`src/hw/rtl/triangle_tangent_basis_unit_assert.svh`:
```
// ----------------------------------------------------------------------------
// Assertion macros for the triangle tangent basis unit
// Shared property forms with clock and reset passed in.
// ----------------------------------------------------------------------------
`ifndef TRIANGLE_TANGENT_BASIS_UNIT_ASSERT_SVH
`define TRIANGLE_TANGENT_BASIS_UNIT_ASSERT_SVH

// condition must never hold outside reset
`define TTB_ASSERT_NEVER(lbl, clk, rstn, cond, msg) \
  lbl: assert property (@(posedge clk) disable iff (!rstn) !(cond)) else $error(msg);

// same-cycle implication
`define TTB_ASSERT_IMPL(lbl, clk, rstn, ante, cons, msg) \
  lbl: assert property (@(posedge clk) disable iff (!rstn) (ante) |-> (cons)) else $error(msg);

// next-cycle implication
`define TTB_ASSERT_NEXT(lbl, clk, rstn, ante, cons, msg) \
  lbl: assert property (@(posedge clk) disable iff (!rstn) (ante) |=> (cons)) else $error(msg);

`endif

```
`src/hw/rtl/ttb_pkg.sv`:
```
// ----------------------------------------------------------------------------
// ttb_pkg
// Types and constants for the triangle tangent basis unit.
// ----------------------------------------------------------------------------
package ttb_pkg;

  localparam int unsigned TTB_IDX_W   = 10;
  localparam int unsigned TTB_COORD_W = 16;
  localparam int unsigned TTB_DELTA_W = 17;
  localparam int unsigned TTB_PROD_W  = 34;
  localparam int unsigned TTB_ACC_W   = 36;
  localparam int unsigned TTB_MAG_W   = 35;
  localparam int unsigned TTB_DEN_W   = 34;
  localparam int unsigned TTB_QUO_W   = 33;
  localparam int unsigned TTB_SAT_SH  = 12;
  localparam int unsigned TTB_RES_W   = 32;

  typedef enum logic [1:0] {
    KIND_WRITE    = 2'd0,
    KIND_TRIANGLE = 2'd1,
    KIND_READ     = 2'd2
  } ttb_kind_e;

  typedef struct packed {
    logic [1:0]                     kind;
    logic [TTB_IDX_W-1:0]           vertex_index;
    logic signed [TTB_COORD_W-1:0]  pos_x;
    logic signed [TTB_COORD_W-1:0]  pos_y;
    logic signed [TTB_COORD_W-1:0]  pos_z;
    logic signed [TTB_COORD_W-1:0]  tex_u;
    logic signed [TTB_COORD_W-1:0]  tex_v;
    logic [TTB_IDX_W-1:0]           corner_a;
    logic [TTB_IDX_W-1:0]           corner_b;
    logic [TTB_IDX_W-1:0]           corner_c;
  } ttb_in_t;

  typedef struct packed {
    logic                         degenerate;
    logic signed [TTB_RES_W-1:0]  tan_x;
    logic signed [TTB_RES_W-1:0]  tan_y;
    logic signed [TTB_RES_W-1:0]  tan_z;
    logic signed [TTB_RES_W-1:0]  bitan_x;
    logic signed [TTB_RES_W-1:0]  bitan_y;
    logic signed [TTB_RES_W-1:0]  bitan_z;
  } ttb_out_t;

  typedef struct packed {
    logic signed [TTB_COORD_W-1:0] pos_x;
    logic signed [TTB_COORD_W-1:0] pos_y;
    logic signed [TTB_COORD_W-1:0] pos_z;
    logic signed [TTB_COORD_W-1:0] tex_u;
    logic signed [TTB_COORD_W-1:0] tex_v;
  } ttb_vertex_t;

  typedef struct packed {
    logic signed [TTB_RES_W-1:0] tan_x;
    logic signed [TTB_RES_W-1:0] tan_y;
    logic signed [TTB_RES_W-1:0] tan_z;
    logic signed [TTB_RES_W-1:0] bitan_x;
    logic signed [TTB_RES_W-1:0] bitan_y;
    logic signed [TTB_RES_W-1:0] bitan_z;
  } ttb_basis_t;

  typedef struct packed {
    logic busy;
    logic done;
  } ttb_div_status_t;

  typedef enum logic [1:0] {
    DIV_IDLE,
    DIV_RUN,
    DIV_FIN,
    DIV_DONE
  } ttb_div_state_e;

  typedef enum logic [3:0] {
    ST_CLEAR,
    ST_IDLE,
    ST_READ_WAIT,
    ST_FETCH_A,
    ST_FETCH_B,
    ST_FETCH_C,
    ST_FETCH_END,
    ST_DELTA,
    ST_DET0,
    ST_DET1,
    ST_DET_CHK,
    ST_NUM0,
    ST_NUM1,
    ST_DIV_START,
    ST_DIV_WAIT,
    ST_WB
  } ttb_state_e;

endpackage

```
`src/hw/rtl/ttb_divider.sv`:
```
// ----------------------------------------------------------------------------
// ttb_divider
// Bit-serial restoring divider: round(num * 2^20 / den), ties away from
// zero, saturated to 32 bits signed. One quotient bit per cycle.
// ----------------------------------------------------------------------------
module ttb_divider (
  input  logic                                     clk_i,
  input  logic                                     rst_ni,
  input  logic                                     start_i,
  input  logic signed [ttb_pkg::TTB_ACC_W-1:0]     num_i,
  input  logic signed [ttb_pkg::TTB_ACC_W-1:0]     den_i,
  output ttb_pkg::ttb_div_status_t                 status_o,
  output logic signed [ttb_pkg::TTB_RES_W-1:0]     result_o
);
  import ttb_pkg::*;

  ttb_div_state_e state_q, state_d;

  logic                    neg_q;
  logic                    sat_q;
  logic [TTB_DEN_W-1:0]    rem_q;
  logic [TTB_DEN_W-1:0]    den_q;
  logic [TTB_QUO_W-1:0]    quo_q;
  logic [5:0]              cnt_q;
  logic signed [TTB_RES_W-1:0] result_q;

  logic [TTB_ACC_W-1:0]    num_abs;
  logic [TTB_ACC_W-1:0]    den_abs;
  logic [TTB_MAG_W-1:0]    num_mag;
  logic [TTB_DEN_W-1:0]    den_mag;
  logic [TTB_DEN_W-1:0]    num_hi;
  logic [TTB_DEN_W:0]      rem_sh;
  logic                    ge;
  logic [TTB_DEN_W:0]      rem_sub;
  logic [TTB_DEN_W:0]      rnd_sum;
  logic [TTB_QUO_W-1:0]    rnd_q;
  logic signed [TTB_RES_W-1:0] fin_val;

  assign num_abs = num_i[TTB_ACC_W-1] ? TTB_ACC_W'(-num_i) : TTB_ACC_W'(num_i);
  assign den_abs = den_i[TTB_ACC_W-1] ? TTB_ACC_W'(-den_i) : TTB_ACC_W'(den_i);
  assign num_mag = num_abs[TTB_MAG_W-1:0];
  assign den_mag = den_abs[TTB_DEN_W-1:0];
  assign num_hi  = TTB_DEN_W'(num_mag[TTB_MAG_W-1:TTB_SAT_SH]);

  assign rem_sh  = {rem_q, quo_q[TTB_QUO_W-1]};
  assign ge      = rem_sh >= {1'b0, den_q};
  assign rem_sub = rem_sh - {1'b0, den_q};

  assign rnd_sum = (TTB_DEN_W+1)'(quo_q) + (TTB_DEN_W+1)'(1);
  assign rnd_q   = rnd_sum[TTB_QUO_W:1];

  always_comb begin
    if (!neg_q) begin
      if (sat_q || (rnd_q > TTB_QUO_W'(32'h7FFF_FFFF))) begin
        fin_val = 32'sh7FFF_FFFF;
      end else begin
        fin_val = signed'(rnd_q[TTB_RES_W-1:0]);
      end
    end else begin
      if (sat_q || (rnd_q >= TTB_QUO_W'(32'h8000_0000))) begin
        fin_val = 32'sh8000_0000;
      end else begin
        fin_val = -signed'(rnd_q[TTB_RES_W-1:0]);
      end
    end
  end

  always_comb begin
    state_d = state_q;
    unique case (state_q)
      DIV_IDLE: if (start_i) state_d = DIV_RUN;
      DIV_RUN:  if (cnt_q == 6'(TTB_QUO_W-1)) state_d = DIV_FIN;
      DIV_FIN:  state_d = DIV_DONE;
      DIV_DONE: state_d = DIV_IDLE;
      default:  state_d = DIV_IDLE;
    endcase
  end

  always_comb begin
    status_o.busy = (state_q != DIV_IDLE);
    status_o.done = (state_q == DIV_DONE);
  end

  assign result_o = result_q;

  always_ff @(posedge clk_i or negedge rst_ni) begin
    if (!rst_ni) begin
      state_q <= DIV_IDLE;
      cnt_q   <= '0;
    end else begin
      state_q <= state_d;
      if (state_q == DIV_IDLE) begin
        cnt_q <= '0;
      end else if (state_q == DIV_RUN) begin
        cnt_q <= cnt_q + 6'd1;
      end
    end
  end

  always_ff @(posedge clk_i) begin
    unique case (state_q)
      DIV_IDLE: begin
        if (start_i) begin
          neg_q <= num_i[TTB_ACC_W-1] ^ den_i[TTB_ACC_W-1];
          sat_q <= num_hi >= den_mag;
          rem_q <= num_hi;
          den_q <= den_mag;
          quo_q <= {num_mag[TTB_SAT_SH-1:0], (TTB_QUO_W-TTB_SAT_SH)'(0)};
        end
      end
      DIV_RUN: begin
        rem_q <= ge ? rem_sub[TTB_DEN_W-1:0] : rem_sh[TTB_DEN_W-1:0];
        quo_q <= {quo_q[TTB_QUO_W-2:0], ge};
      end
      DIV_FIN:  result_q <= fin_val;
      default: ;
    endcase
  end

endmodule

```
`config.mk`:
```
export PLATFORM = sky130hd
export DESIGN_NAME = ttb_divider
export DESIGN_NICKNAME = d
export VERILOG_FILES = /design/src/hw/rtl/triangle_tangent_basis_unit_assert.svh /design/src/hw/rtl/ttb_pkg.sv /design/src/hw/rtl/ttb_divider.sv
export SDC_FILE = /design/constraint.sdc
export NUM_CORES = 1
export LEC_CHECK = 0
export CAP_MARGIN = 25
export CORE_MARGIN = 1.5
export CORE_UTILIZATION = 35
export CTS_CLUSTER_DIAMETER = 200
export DETAILED_ROUTE_END_ITERATION = 8
export DONT_BUFFER_PORTS = 1
export GPL_TIMING_DRIVEN = 0
export SLEW_MARGIN = 20
export SYNTH_ARGS = -nofsm -noshare
export SYNTH_HDL_FRONTEND = slang
export SYNTH_SLANG_ARGS = --single-unit
```
`constraint.sdc`:
```
create_clock -name clk_i -period 5.8 [get_ports clk_i]
set_input_delay 0.29 -clock clk_i [delete_from_list [all_inputs] [get_ports clk_i]]
set_output_delay 0.29 -clock clk_i [all_outputs]
set_load 0.05 [all_outputs]
```
==> metrics <==
GRT Residual Overflow 0; die area 0.0343 sq mm; DR vias/cell 5.54; fin util 39.5%; final hold vios 0; main flop type after synthesis edfxtp_1; CTS H-tree depth 4; Worst Setup End Kind register; layout cells sized above 1 6.37%; Placement Rows 66; Max Cap Violations 0; diode count 0; Clock Skew ~0.021 ns; met1 Use GR 23.5%; crit path launch type register; Hold Path Cell Cnt 1; sequential cell area fraction in the yosys report 36.6%; WP data arrival 4.32 ns; Initial Util a little over a third; Die X approximately 190 um; DR pass1 iterations 7; RR Endpoint result_o[27]; Worst EP required 5.99 ns; largest net degree at the start of global routing 57; Finished Cell Area between 0.01 and 0.015 sq mm; dpl cells 1710; min Tclk post-route 4.14 ns; share of flip-flops with an asynchronous set or reset around 5.6%; final period utilization 71.3%; CTS Buffer Depth 2; max-slew violations 0; clk_lat worst skew 0.44 ns; area delta synth->final 10.8%; initial antenna violation count 0; CP Class register to register; met2 Usage GRT between 20% and 30%; unrepaired setup endpoints after global routing false; Final setup viols 0; setup TNS 0 ns; fin cells about 1700; Fmax around 0.24 GHz; status complete, no violations; Iteration-0 DRC Markers 662; Most Crowded Layer GR met2; I/O Buffers 0; Cell Pwr Density 566 mW/mm^2; ANT nets after route 0; CTS resizes 0; vias in the first global route slightly above 9000; I/O Pins 109; Avg Inst Size Synth 9.18 sq um; first-pass GRT wire length 48.1 mm; Hold Path Class input pin to register; gr usage total 17.7%; GP Congestion 0.891; Final nets between 1000 and 1500; number of synthesized flops with an enable pin around 140; Worst slew margin 46.3%; Core Box Area ~0.033 sq mm; R2R Path Start quo_q[0]; Mapped Cells roughly 1300; DPL Wire Length 23.3 mm; Peak VDD IR roughly 0.00034 V; most common cell after layout, fill and taps aside edfxtp_1; global-route track usage on met3 3.11%; CTS tree done; Lkg Pwr 4.88 nW; R2R Setup Slk between 1.5 and 2 ns; Vias 9659; worst-margin pin slew roughly 0.80 ns; DRC 0; Critical Path Fanout Max 9; cell area after synthesis 0.0116 sq mm; Fin Hold WS 0.0495 ns; Hold EP den_q[33]; Critical Path Source quo_q[0]; Clk pin slew, worst setup/hold paths 0.08 ns; Yosys cell types 82; TritonCTS buffer count 17; highest-count cells in the layout ignoring fill and taps edfxtp_1 (135), o21ai_0 (96), nand2_1 (89); syn_nets roughly 1400; synth warn 0; fillers 3212; Die H between 150 and 200 um; routed wire length per instance 17.2 um; Clock Sinks 143; Routed WL 30.0 mm; placed inst area 0.0123 sq mm; Worst Hold Launch den_i[33]; Reg2Reg Depth 12; clk root buf clkbuf_16; #FFs+latches synth 143
-- through the flow --
step | worst slack, ns | power [mW]
6_report | 1.66 | 7.29
5_1_grt | 1.33 | 7.81
4_1_cts | 1.69 | 7.29
3_5_place_dp | 1.32 | 6.08
3_3_place_gp | -0.558 | 5.99
2_1_floorplan | 1.13 | 5.06
-- worst max path at each step --
stage	to	slack, ns	depth (start not counted)
4_1_cts	rem_q[24]	1.69	12
3_3_place_gp	quo_q[24]	-0.56	6
3_5_place_dp	sat_q	1.32	13
6_report	result_o[27]	1.66	12
5_1_grt	result_o[30]	1.33	12
2_1_floorplan	quo_q[0]	1.13	6
-- report_power, final --
part	internal, mW	switching, mW
logic	1.38	2.40
registers	1.78	0.559
clock network	0.659	0.513
total	3.82	3.47
-- cells by family after synthesis --
kind of cell	Yosys count	synth area share, %
flops	143	36.6
xor+xnor	129	9.72
mux	22	1.92
fa+ha+maj	69	7.49
buf+inv	143	4.97
simple gates	404	19.0
compound gates	356	20.3
-- cell usage after synthesis, types with 5 or more instances --
| library cell | count | area share [%] |
|---|---|---|
| nor4_1 | 13 | 0.70 |
| o41ai_1 | 11 | 0.83 |
| nand2b_1 | 14 | 0.75 |
| o211ai_1 | 9 | 0.58 |
| o21a_1 | 10 | 0.65 |
| o21bai_1 | 6 | 0.39 |
| o22ai_1 | 11 | 0.59 |
| o21ai_0 | 96 | 4.1 |
| dfrtp_1 | 8 | 1.7 |
| and3_1 | 30 | 1.6 |
| a211oi_1 | 5 | 0.32 |
| a21boi_0 | 6 | 0.39 |
| a22oi_1 | 8 | 0.52 |
| buf_2 | 6 | 0.26 |
| nor3_1 | 30 | 1.3 |
| or3_1 | 14 | 0.75 |
| or4_1 | 10 | 0.65 |
| nand4b_1 | 5 | 0.38 |
| mux2i_1 | 20 | 1.7 |
| nand3_1 | 28 | 1.2 |
| xnor2_1 | 67 | 5.0 |
| edfxtp_1 | 135 | 35 |
| a21o_1 | 35 | 2.3 |
| xor2_1 | 62 | 4.7 |
| nor2_1 | 72 | 2.3 |
| nand2_1 | 89 | 2.9 |
| clkbuf_1 | 43 | 1.4 |
| and2_1 | 25 | 1.3 |
| nand4_1 | 21 | 1.1 |
| or2_2 | 5 | 0.27 |
| and4_1 | 6 | 0.45 |
| a21oi_1 | 76 | 3.3 |
| nand3b_1 | 5 | 0.32 |
| inv_1 | 83 | 2.7 |
| o31ai_1 | 19 | 1.2 |
| nor2b_1 | 15 | 0.81 |
| a221oi_2 | 5 | 0.65 |
| a31oi_1 | 16 | 0.86 |
| ha_1 | 68 | 7.3 |
-- worst max-delay path, cell delays in order, from the launching register on --
cell       delay, ns
edfxtp_1        0.49
ha_1            0.18
buf_2           0.20
nand2_2         0.13
nor4_4          0.42
o2111ai_1       0.21
a2111oi_1       0.67
o211ai_1        0.32
or4_1           0.55
clkbuf_1        0.19
nand2b_1        0.19
mux2i_1         0.14
a21o_1          0.20
-- metal layers --
metal,vias to the layer above,wire length [um]
met2,282,13900
met5,-,0
met4,0,527
li1,4765,-
met1,4582,14000
met3,30,1620
-- final cells by class --
cell class                 count  area (sq um)  share of cell area, %
clock buffer                  17           425                   3.30
multi-input combinational    980          6810                   52.9
tap                          442           553                   4.29
buffer                        59           263                   2.04
timing repair buffer           4          75.1                  0.583
clock inverter                15           185                   1.44
sequential                   143          4250                   33.0
inverter                      84           315                   2.45
-- sequential cells by signal, summed over array words and instances, names as in the netlist --
register / flops
rem_q: 34
den_q: 34
cnt_q: 6
quo_q: 33
neg_q: 1
result_o: 32
sat_q: 1
state_q: 2
-- timing repair --
action                                  4_1_cts  5_1_grt
hold endpoints to repair                      9        0
endpoints found under the setup margin        0        0
hold buffers                                  2        0
buffers inserted                              0        0
Power figures use the tool's default switching activity.
